`config.mk`:
```
export PLATFORM = sky130hd
export DESIGN_NAME = indexed_array_list_engine_unit
export DESIGN_NICKNAME = d
export VERILOG_FILES = /design/src/hdl/iale_pkg.sv /design/src/hdl/indexed_array_list_engine_unit.sv /design/src/hdl/iale_cell.sv
export VERILOG_INCLUDE_DIRS = /design/src /design/src/hdl
export SDC_FILE = /design/constraint.sdc
export NUM_CORES = 2
export LEC_CHECK = 0
export BUFFER_PORTS_ARGS = -buffer_cell sky130_fd_sc_hd__buf_2
export CAP_MARGIN = 10
export CORE_MARGIN = 5
export CORE_UTILIZATION = 26
export DETAILED_ROUTE_END_ITERATION = 16
export SLEW_MARGIN = 20
export SYNTH_ARGS = -nofsm -noshare
export SYNTH_HDL_FRONTEND = slang
export SYNTH_SLANG_ARGS = --single-unit
```
`constraint.sdc`:
```
create_clock -name clk -period 9.2 [get_ports clk]
set_input_delay 0.46 -clock clk [delete_from_list [all_inputs] [get_ports clk]]
set_output_delay 0.46 -clock clk [all_outputs]
set_load 0.03 [all_outputs]
```
`src/hdl/indexed_array_list_engine_unit_defines.svh`:
```
// Assertion macros used by the indexed array-list engine RTL.
`ifndef INDEXED_ARRAY_LIST_ENGINE_UNIT_DEFINES_SVH
`define INDEXED_ARRAY_LIST_ENGINE_UNIT_DEFINES_SVH

`ifndef ASSERT_OFF

// The expression must never hold outside reset.
`define IALE_ASSERT_NEVER(label, expr) \
  label: assert property (@(posedge clk) disable iff (rst) !(expr)) \
    else $error("assertion failed: condition must never hold");

// The consequent must hold in the same cycle as the antecedent.
`define IALE_ASSERT_IMPLIES(label, ante, cons) \
  label: assert property (@(posedge clk) disable iff (rst) (ante) |-> (cons)) \
    else $error("assertion failed: same-cycle implication");

// The consequent must hold in the cycle after the antecedent.
`define IALE_ASSERT_NEXT(label, ante, cons) \
  label: assert property (@(posedge clk) disable iff (rst) (ante) |=> (cons)) \
    else $error("assertion failed: next-cycle implication");

`else

`define IALE_ASSERT_NEVER(label, expr)
`define IALE_ASSERT_IMPLIES(label, ante, cons)
`define IALE_ASSERT_NEXT(label, ante, cons)

`endif

`endif

```
`src/hdl/iale_pkg.sv`:
```
// Shared types and constants for the indexed array-list engine.
package iale_pkg;

  // Default list capacity.
  localparam int DefCapacity = 32;

  // Fixed field widths.
  localparam int FUNC_W    = 2;
  localparam int POS_W     = 6;
  localparam int DATA_W    = 32;
  localparam int STATUS_W  = 3;
  localparam int CNT_OUT_W = 6;

  // Request operations.
  typedef enum logic [FUNC_W-1:0] {
    FUNC_INSERT  = 2'd0,
    FUNC_DELETE  = 2'd1,
    FUNC_COUNT   = 2'd2,
    FUNC_REPLACE = 2'd3
  } func_t;

  // Result status codes.
  typedef enum logic [STATUS_W-1:0] {
    ST_OK       = 3'd0,
    ST_FULL     = 3'd1,
    ST_EMPTY    = 3'd2,
    ST_BADINDEX = 3'd3,
    ST_NOTFOUND = 3'd4
  } status_t;

  // Per-cycle command broadcast to every cell of the chain.
  typedef struct packed {
    logic ins;    // shift up from the lower neighbor and insert at position
    logic del;    // shift down from the upper neighbor at and above position
    logic repl;   // overwrite matching in-use entries with the new value
    logic load;   // capture the match flag of each cell
    logic shift;  // move match flags one cell toward cell zero
  } cell_ctrl_t;

endpackage

```
`src/hdl/indexed_array_list_engine_unit.sv`:
```
// Top level of the indexed array-list engine: control, result register and cell chain.
//
//   channel   direction   handshake             words
//   request   in          in_valid / in_stall   func, position, value, new_value
//   result    out         out_valid / out_stall status, match_count, entry_count
//
// Insert and delete update the cells in the accept cycle; the output register is then loaded
// from S_FIN once no earlier result is held there by a stall.
// Count and replace latch a match flag per cell, then shift the flags into a counter one
// cell a cycle in S_SCAN before S_FIN loads the output register.
// A request word is taken whenever the control is idle, even with an earlier result still
// waiting; a stalled result holds the control. Synchronous reset empties the list.
`include "indexed_array_list_engine_unit_defines.svh"

module indexed_array_list_engine_unit #(
  parameter int CAPACITY = iale_pkg::DefCapacity
) (
  input  logic                                   clk,
  input  logic                                   rst,
  input  logic                                   in_valid,
  output logic                                   in_stall,
  input  logic [iale_pkg::FUNC_W-1:0]            func,
  input  logic [iale_pkg::POS_W-1:0]             position,
  input  logic signed [iale_pkg::DATA_W-1:0]     value,
  input  logic signed [iale_pkg::DATA_W-1:0]     new_value,
  output logic                                   out_valid,
  input  logic                                   out_stall,
  output logic [iale_pkg::STATUS_W-1:0]          status,
  output logic [iale_pkg::CNT_OUT_W-1:0]         match_count,
  output logic [iale_pkg::CNT_OUT_W-1:0]         entry_count
);

  localparam int CW = $clog2(CAPACITY + 1);
  localparam int PW = (CW > iale_pkg::POS_W) ? CW : iale_pkg::POS_W;
  localparam int SW = $clog2(CAPACITY);
  localparam logic [CW-1:0] CAP_C     = CW'(CAPACITY);
  localparam logic [SW-1:0] LAST_STEP = SW'(CAPACITY - 1);

  typedef enum logic [2:0] {
    S_IDLE = 3'b001,
    S_SCAN = 3'b010,
    S_FIN  = 3'b100
  } state_t;

  state_t               state;
  state_t               state_next;
  logic [CW-1:0]        count;
  logic [CW-1:0]        acc;
  logic [SW-1:0]        step;
  iale_pkg::status_t    res_status;
  iale_pkg::func_t      op;
  iale_pkg::cell_ctrl_t ctrl;
  logic                 accept;
  logic                 out_load;
  logic [PW-1:0]        pos_ext;
  logic [PW-1:0]        count_ext;
  logic                 list_full;
  logic                 list_empty;
  logic                 ins_bad;
  logic                 del_bad;
  logic [CW-1:0]        acc_sum;

  logic signed [iale_pkg::DATA_W-1:0] cell_entry [CAPACITY];
  logic                               cell_flag  [CAPACITY];

  assign op        = iale_pkg::func_t'(func);
  assign in_stall  = (state != S_IDLE);
  assign accept    = in_valid && !in_stall;
  assign out_load  = (state == S_FIN) && (!out_valid || !out_stall);
  assign pos_ext   = PW'(position);
  assign count_ext = PW'(count);
  assign list_full  = (count == CAP_C);
  assign list_empty = (count == '0);
  assign ins_bad    = (pos_ext > count_ext);
  assign del_bad    = (pos_ext >= count_ext);
  assign acc_sum    = acc + CW'(cell_flag[0]);

  // Command to the cell chain.
  always_comb begin
    ctrl       = '0;
    ctrl.shift = (state == S_SCAN);
    if (accept) begin
      unique case (op)
        iale_pkg::FUNC_INSERT:  ctrl.ins  = !list_full && !ins_bad;
        iale_pkg::FUNC_DELETE:  ctrl.del  = !list_empty && !del_bad;
        iale_pkg::FUNC_COUNT:   ctrl.load = 1'b1;
        iale_pkg::FUNC_REPLACE: begin
          ctrl.load = 1'b1;
          ctrl.repl = 1'b1;
        end
        default: ctrl = '0;
      endcase
    end
  end

  // Next state.
  always_comb begin
    state_next = state;
    unique case (state)
      S_IDLE: begin
        if (accept) begin
          state_next = (op == iale_pkg::FUNC_COUNT || op == iale_pkg::FUNC_REPLACE)
                       ? S_SCAN : S_FIN;
        end
      end
      S_SCAN: begin
        if (step == LAST_STEP) begin
          state_next = S_FIN;
        end
      end
      S_FIN: begin
        if (out_load) begin
          state_next = S_IDLE;
        end
      end
      default: state_next = S_IDLE;
    endcase
  end

  always_ff @(posedge clk) begin
    if (rst) begin
      state <= S_IDLE;
    end else begin
      state <= state_next;
    end
  end

  // Number of entries in use.
  always_ff @(posedge clk) begin
    if (rst) begin
      count <= '0;
    end else if (ctrl.ins) begin
      count <= count + 1'b1;
    end else if (ctrl.del) begin
      count <= count - 1'b1;
    end
  end

  // Match accumulation and pending result status.
  always_ff @(posedge clk) begin
    if (rst) begin
      acc        <= '0;
      step       <= '0;
      res_status <= iale_pkg::ST_OK;
    end else if (accept) begin
      acc  <= '0;
      step <= '0;
      unique case (op)
        iale_pkg::FUNC_INSERT: begin
          priority if (list_full) res_status <= iale_pkg::ST_FULL;
          else if (ins_bad)       res_status <= iale_pkg::ST_BADINDEX;
          else                    res_status <= iale_pkg::ST_OK;
        end
        iale_pkg::FUNC_DELETE: begin
          priority if (list_empty) res_status <= iale_pkg::ST_EMPTY;
          else if (del_bad)        res_status <= iale_pkg::ST_BADINDEX;
          else                     res_status <= iale_pkg::ST_OK;
        end
        default: res_status <= iale_pkg::ST_OK;
      endcase
    end else if (state == S_SCAN) begin
      acc  <= acc_sum;
      step <= step + 1'b1;
      if (step == LAST_STEP) begin
        res_status <= (acc_sum == '0) ? iale_pkg::ST_NOTFOUND : iale_pkg::ST_OK;
      end
    end
  end

  // Output register.
  always_ff @(posedge clk) begin
    if (rst) begin
      out_valid <= 1'b0;
    end else if (out_load) begin
      out_valid <= 1'b1;
    end else if (!out_stall) begin
      out_valid <= 1'b0;
    end
  end

  always_ff @(posedge clk) begin
    if (out_load) begin
      status      <= res_status;
      match_count <= iale_pkg::CNT_OUT_W'(acc);
      entry_count <= iale_pkg::CNT_OUT_W'(count);
    end
  end

  // Cell chain: each cell sees its two neighbors.
  for (genvar k = 0; k < CAPACITY; k++) begin : g_cell
    logic signed [iale_pkg::DATA_W-1:0] left_entry;
    logic signed [iale_pkg::DATA_W-1:0] right_entry;
    logic                               right_flag;

    if (k == 0) begin : g_first
      assign left_entry = value;
    end else begin : g_inner_l
      assign left_entry = cell_entry[k-1];
    end

    if (k == CAPACITY - 1) begin : g_last
      assign right_entry = value;
      assign right_flag  = 1'b0;
    end else begin : g_inner_r
      assign right_entry = cell_entry[k+1];
      assign right_flag  = cell_flag[k+1];
    end

    iale_cell #(
      .INDEX (k),
      .CW    (CW),
      .PW    (PW)
    ) u_cell (
      .clk         (clk),
      .rst         (rst),
      .ctrl        (ctrl),
      .pos         (pos_ext),
      .count       (count),
      .value       (value),
      .new_value   (new_value),
      .left_entry  (left_entry),
      .right_entry (right_entry),
      .right_flag  (right_flag),
      .entry       (cell_entry[k]),
      .flag        (cell_flag[k])
    );
  end

  // Checks.
  `IALE_ASSERT_NEVER(a_count_bound, count > CAP_C)
  `IALE_ASSERT_NEXT(a_insert_grows, ctrl.ins, count == $past(count) + 1'b1)
  `IALE_ASSERT_NEXT(a_delete_shrinks, ctrl.del, count == $past(count) - 1'b1)
  `IALE_ASSERT_NEXT(a_load_shows, out_load, out_valid && (state == S_IDLE))
  `IALE_ASSERT_IMPLIES(a_scan_busy, state == S_SCAN, in_stall && !ctrl.ins && !ctrl.del)

endmodule

```
`src/hdl/iale_cell.sv`:
```
// One cell of the list chain: holds one entry and one match flag.
module iale_cell #(
  parameter int INDEX = 0,
  parameter int CW    = 6,
  parameter int PW    = 6
) (
  input  logic                                   clk,
  input  logic                                   rst,
  input  iale_pkg::cell_ctrl_t                   ctrl,
  input  logic [PW-1:0]                          pos,
  input  logic [CW-1:0]                          count,
  input  logic signed [iale_pkg::DATA_W-1:0]     value,
  input  logic signed [iale_pkg::DATA_W-1:0]     new_value,
  input  logic signed [iale_pkg::DATA_W-1:0]     left_entry,
  input  logic signed [iale_pkg::DATA_W-1:0]     right_entry,
  input  logic                                   right_flag,
  output logic signed [iale_pkg::DATA_W-1:0]     entry,
  output logic                                   flag
);

  localparam logic [PW-1:0] IDX_P = PW'(INDEX);
  localparam logic [CW-1:0] IDX_C = CW'(INDEX);

  logic in_use;
  logic match;

  // An entry takes part in a search only while it is inside the list.
  assign in_use = (IDX_C < count);
  assign match  = in_use && (entry == value);

  // Entry update: shifts come from the neighbors, the insert word from the request.
  always_ff @(posedge clk) begin
    if (ctrl.ins) begin
      if (IDX_P > pos) begin
        entry <= left_entry;
      end else if (IDX_P == pos) begin
        entry <= value;
      end
    end else if (ctrl.del) begin
      if (IDX_P >= pos) begin
        entry <= right_entry;
      end
    end else if (ctrl.repl && match) begin
      entry <= new_value;
    end
  end

  // Match flag: captured on a search, then handed down the chain.
  always_ff @(posedge clk) begin
    if (rst) begin
      flag <= 1'b0;
    end else if (ctrl.load) begin
      flag <= match;
    end else if (ctrl.shift) begin
      flag <= right_flag;
    end
  end

endmodule
```
# Yosys cells after proc, flatten, opt, wreduce, memory -nomap -nowiden
# Index checks and enable logic that the tools add are counted.
# totals
regBits,1095
inputBits,76
out_inout_bits,17
word_cells,747
# op_classes
n_addsub,4
magnitude_cmp,98
eq_ne,140
n_mux,279
n_reduce_logical,153
# ops
cell,count
$mux W32,192
$eq A32 B32 Y1,32
$ne A3 B1 Y1 const B,65
$reduce_and A3 Y1,33
$eq A5 B6 Y1 const A,16
$ge A5 B6 Y1 const A,16
$gt A5 B6 Y1 const A,16
$lt A5 B6 Y1 const A,16
$reduce_bool A3 Y1,32
$mux W1,70
$logic_and A1 B1 Y1,68
$eq A4 B6 Y1 const A,8
$ge A4 B6 Y1 const A,8
$gt A4 B6 Y1 const A,8
$lt A4 B6 Y1 const A,8
$eq A3 B6 Y1 const A,4
$ge A3 B6 Y1 const A,4
$gt A3 B6 Y1 const A,4
$lt A3 B6 Y1 const A,4
$mux W3,8
$logic_not A6 Y1,3
$eq A2 B6 Y1 const A,2
$ge A1 B6 Y1 const A,2
$ge A2 B6 Y1 const A,2
31 further kinds,53

# Logic depth before layout (Yosys ltp)
# logic_depth
ltp_word,9
depth_mapped,13
mapped_depth_nobuf,7

# By module
# A second synthesis with hierarchy kept.
# unflattened
hier_cells,7794
area_unflattened_um2,79670.2
# by_module_without_submodules
module,instances,cells_per_inst,area_per_inst_um2,seq_area_each_um2
iale_cell at g_cell[14].u_cell ...,2,233,2428.6,980.9
iale_cell at g_cell[2].u_cell,1,240,2479.9,980.9
iale_cell at g_cell[29].u_cell,1,238,2468.6,980.9
iale_cell at g_cell[26].u_cell,1,236,2467.4,980.9
iale_cell at g_cell[27].u_cell,1,239,2464.9,980.9
iale_cell at g_cell[18].u_cell,1,234,2463.6,980.9
iale_cell at g_cell[25].u_cell,1,235,2463.6,980.9
iale_cell at g_cell[11].u_cell,1,242,2462.4,980.9
iale_cell at g_cell[9].u_cell,1,234,2452.4,980.9
iale_cell at g_cell[8].u_cell,1,234,2451.1,980.9
iale_cell at g_cell[3].u_cell,1,238,2449.8,980.9
iale_cell at g_cell[31].u_cell,1,232,2446.1,980.9
iale_cell at g_cell[6].u_cell,1,232,2442.3,980.9
iale_cell at g_cell[13].u_cell,1,234,2439.8,980.9
18 more rows,n/a,n/a,n/a,n/a

# Worst setup path before layout
# Ideal clock, no wire load.
# synth_timing
path_type,reg2reg
from,reg count[3]
to,reg g_cell[0].u_cell.entry[0] (netlist bit) (enable)
setup_time_ps,472
arrival_time_ps,4716
t_required_ps,8728
setup_slack_ps,4012
stages_incl_launch_ff,11
n_path_buf,3
period_less_slack_ps,5188
path_cell_list,dfxtp_1 > clkbuf_1 > clkbuf_1 > inv_1 > ha_1 > nand4_1 > nor2_1 > o211a_2 > buf_2 > nor2_2 > o32ai_1
# synth_between
elab_chain_len,7
elab_cells_between_ends,20
cone_classes,3 x order compare; 3 x eq/ne; 3 x mux; 11 x reduce/logical
# synth_lines
element,line_no,text
start: declaration,indexed_array_list_engine_unit.sv:47,logic [CW-1:0] count;
start signal: assignment,indexed_array_list_engine_unit.sv:133,count <= count + 1'b1;
start signal: assignment,indexed_array_list_engine_unit.sv:135,count <= count - 1'b1;
$gt A6 B6 Y1 (tied with other cells),indexed_array_list_engine_unit.sv:74,assign ins_bad = (pos_ext > count_ext);
$logic_not A1 Y1 (on tied branches),"indexed_array_list_engine_unit.sv:84, indexed_array_list_engine_unit.sv:85",
$logic_and A1 B1 Y1 (on tied branches),"indexed_array_list_engine_unit.sv:84, indexed_array_list_engine_unit.sv:85",
$mux W1,indexed_array_list_engine_unit.sv:83,unique case (op)
$mux W5,indexed_array_list_engine_unit.sv:82,if (accept) begin
$ne A3 B1 Y1 (no source line) or $reduce_bool A3 Y1 (tied branches),n/a,
$reduce_and A3 Y1 (no source line) (*),n/a,
end signal: assignment,iale_cell.sv:35,entry <= left_entry;
end signal: assignment,iale_cell.sv:37,entry <= value;
end signal: assignment,iale_cell.sv:41,entry <= right_entry;
end: declaration,iale_cell.sv:17,"output logic signed [iale_pkg::DATA_W-1:0] entry,"
# Every way passes the cells marked *; elsewhere a longest branch is shown, timed or not.
# A chain may end at the register's enable or synchronous reset.

# Worst setup path after layout
# layout_timing
from,reg count[1]
to,reg g_cell[13].u_cell.entry[0] (netlist bit) (data pin)
# layout_between
elab_chain_len,7
elab_cells_between_ends,15
cone_classes,2 x order compare; 1 x eq/ne; 5 x mux; 7 x reduce/logical
# layout_lines
element,line_no,text
$ge A6 B6 Y1 or $logic_not A6 Y1 (tied branches),"indexed_array_list_engine_unit.sv:75, indexed_array_list_engine_unit.sv:73",
$logic_not A1 Y1,indexed_array_list_engine_unit.sv:85,iale_pkg::FUNC_DELETE: ctrl.del = !list_empty && !del_bad;
$logic_and A1 B1 Y1,indexed_array_list_engine_unit.sv:85,
$mux W1,indexed_array_list_engine_unit.sv:83,
$mux W5 (*),indexed_array_list_engine_unit.sv:82,
$mux W32,iale_cell.sv:39,end else if (ctrl.del) begin
$mux W32 (*),iale_cell.sv:33,if (ctrl.ins) begin
end signal: assignment,iale_cell.sv:35,
end signal: assignment,iale_cell.sv:37,
end signal: assignment,iale_cell.sv:41,
end: declaration,iale_cell.sv:17,
# Marked as above.

==> out/qor.csv <==
stage,metric,value,unit
layout,fraction of layout cells with a size suffix above 1,0.107,
worst_setup_path,CP Data Required Time,9680,ps
hold_path,Hold WC Path Type,input port to register,
run_status,status,finished clean,
logic_synthesis,area share of the largest cell type after synthesis,0.434,
placement,dpl ws,3920,ps
logic_synthesis,ranking of synthesized cells by area,"edfxtp_1 43%, mux2i_1 13%, xnor2_1 9.9%",
worst_setup_path,critical path type,register to register,
floorplanning,core area,276000,µm²
placement,number of buffers added on ports,92,
route,Post-route DRC,0,
pwr,Overall Power,12.5,mW
sta,"Slew Viols, Final",0,
clocking,clock root cell,clkbuf_16,
clocking,CTS H-tree lvls,4,
logic_synthesis,Syn Nets,6767,
layout,Synth-to-Final Area Change,11.0,%
pwr,peak supply drop,145,µV
sta,Max transition margin,0.188,
logic_synthesis,Synth Register Bits,1095,
placement,GP Congestion,0.937,
route,Via Count,58800,
logic_synthesis,Syn Inst Count,6678,
logic_synthesis,cell taking the most area after synthesis,edfxtp_1,
logic_synthesis,Post-synth top flop,edfxtp_1,
sta,final setup violation count,0,
logic_synthesis,post-synthesis sequential area ratio,0.449,
global_routing,gr usage total,0.202,
route,drt first-iter violations,9326,
sta,Setup Total Neg Slack,0,ps
route,final wirelength,305000,µm
sta,Final Critical Period,5390,ps
clocking,Clock Sinks,1095,
floorplanning,DIE AREA,287000,µm²
sta,Setup Skew,31.6,ps
sta,worst slew pin tran,1210,ps
global_routing,first-pass GRT wire length,430000,µm
route,drt wl/cell,29.9,µm
global_routing,GRT overflow,0,
layout,fin nets,6469,
pwr,LEAKAGE,25.1,nW
logic_synthesis,Mean Syn Cell Area,10.8,µm²
sta,final setup margin,3810,ps
worst_setup_path,CP Launch Type,register,
clocking,"Clk Latency, worst-skew pair",810,ps
layout,"leading cell type in the layout, fill and taps excluded",nand2_1,
worst_setup_path,critical path arrival,5870,ps
sta,Hold WS,150,ps
clocking,clock-pin slew on the worst setup and hold paths,70,ps
global_routing,antenna violations before repair,30,
worst_setup_path,Critical-path top delay cell,buf_4,
worst_setup_path,Most common cell on crit path,buf_12,
logic_synthesis,"Async S/R FF share, synth",0,
flow_run,max_cap viols,0,
worst_setup_path,CP max FO,201,
worst_setup_path,Worst Setup End Kind,register,
logic_synthesis,"Distinct cells, synth",75,
sta,final hold viol count,0,
floorplanning,Initial Util,0.261,
clocking,total setup buffers inserted after CTS,0,
floorplanning,site row count,193,
clocking,TritonCTS clock tree,built,
pwr,PD cells,157,nW/µm²
worst_setup_path,max incr delay on CP,930,ps
global_routing,vias in the first global route,57100,
clocking,CTS Buf Count,134,
clocking,Max clock buf depth,3,
floorplanning,io pins,93,
layout,"commonest non-fill, non-tap cells in the layout","1072 x nand2_1, 1039 x edfxtp_1, 920 x mux2i_1, 817 x xnor2_1, 811 x o211ai_1",
logic_synthesis,Syn. warnings,0,
global_routing,largest net degree at the start of global routing,202,
route,Via density,5.76,
floorplanning,chip width,536,µm
layout,Fillers,28400,
logic_synthesis,Post-synth EDFFs,1039,
worst_setup_path,CP Cell Sequence,inv_1 -> ha_1 -> or3b_1 -> o311a_4 -> o211ai_4 -> buf_12 -> buf_12 -> buf_4 -> o211ai_1,
sta,unrepaired setup endpoints after global routing,no,
floorplanning,Die Height,536,µm
placement,HPWL after DPL,209000,µm
route,DRT Pass-1 Iters,8,
sta,Max Clock Freq,0.186,GHz
logic_synthesis,cell area after synthesis,72000,µm²
route,Routed Antenna Nets,0,
sta,fin crit share,0.586,
==> repair_timing <==
action / CTS / global route
hold buffers: 1 / 0
hold endpoints to repair: 1 / 0
resized for setup: 0 / 0
==> path summary, 6_finish.rpt <==
check,end,cells after the start,from,slack (ps)
worst max register to register,g_cell[13].u_cell.entry[0],9,count[1],3810
worst min-delay path,res_status[0],4,func[0],150
worst min register to register,status[2],0,res_status[2],450
worst max-delay path,g_cell[13].u_cell.entry[0],9,count[1],3810
==> area by class of cell <==
cell class / count / area (µm²) / share of cell area
flip-flops and latches: 1095 / 32300 / 0.405
multi-input cells: 4862 / 36500 / 0.456
diodes: 15 / 37.5 / 0.000470
clock buffers: 173 / 3540 / 0.0443
inverters: 10 / 37.5 / 0.000470
repair buffers: 277 / 2200 / 0.0276
clock inverters: 70 / 642 / 0.00804
well taps: 3705 / 4640 / 0.0580
==> logic make-up (layout without fill, tap and decap cells) <==
group | after synthesis | in the layout | share of synthesized area
AND/OR/NAND/NOR | 1617 | 1617 | 0.102
flip-flops | 1095 | 1095 | 0.449
XOR/XNOR | 1031 | 1031 | 0.125
adder cells (fa/ha/maj) | 13 | 13 | 0.00226
other | 0 | 15 | 0
buffers and inverters | 721 | 530 | 0.0524
multiplexers | 922 | 922 | 0.128
AO/OA/AOI/OAI | 1279 | 1279 | 0.141
==> worst max-delay path: cells and delay by family (launching register included) <==
family                   cells  cell delay (ps)
AO/OA/AOI/OAI                3              710
AND/OR/NAND/NOR              1              490
flip-flops                   1              480
buffers and inverters        4             2550
adder cells (fa/ha/maj)      1              490
==> cells in the mapped netlist, drive strengths merged (2+ instances only) <==
library cell	instances
o211a	2
a221oi	13
o211ai	932
edfxtp	1039
a211o	34
o21ai	50
a21oi	112
nand3	73
nand3b	2
nor3	44
nor2b	3
ha	13
xnor2	817
o311a	2
or2	5
o31ai	4
xor2	214
nand4	221
or3	6
nor4	80
o22ai	12
and3	35
and2	5
buf	432
dfxtp	56
a221o	64
nand2b	5
o21a	3
nand2	1075
inv	9
mux2	2
nor2	47
a2111oi	3
a31oi	7
or4	8
o221ai	2
o21bai	2
a21o	2
clkbuf	279
or3b	4
mux2i	920
a31o	2
a41oi	2
a211oi	23
a22oi	2
==> sequential cells by signal, summed over array words and instances, names as in the netlist <==
register / cells
g_cell.u_cell.entry: 1024
g_cell.u_cell.flag: 32
acc: 6
count: 6
entry_count: 6
match_count: 6
step: 5
res_status: 3
state: 3
status: 3
out_valid: 1
==> power by group <==
| part | internal (mW) | leakage (nW) | switching, mW | total [mW] |
|---|---|---|---|---|
| logic | 0.559 | 13.2 | 1.13 | 1.69 |
| registers | 5.52 | 9.81 | 0.0405 | 5.56 |
| clock network | 2.94 | 2.03 | 2.33 | 5.27 |
| total | 9.02 | 25.1 | 3.50 | 12.5 |
==> stage by stage <==
stage               instance area (µm²)  utilization  cells
floorplan                         72000            -   6678
global placement                  75400        0.273   9938
detailed placement                75500        0.273   9942
CTS                               79700        0.289  10200
global route                      79900        0.289  10200
finish                            79900        0.289  10200
==> layer usage <==
layer	part of all wire	vias to the layer above	global-route usage	wire length [µm]
met5	0.00018	-	0	56
met4	0.065	8	0.113	19900
met3	0.11	810	0.0476	34900
met2	0.44	4240	0.306	134000
met1	0.38	29400	0.265	117000
li1	-	24300	-	-
(Power assumes the default switching activity.)
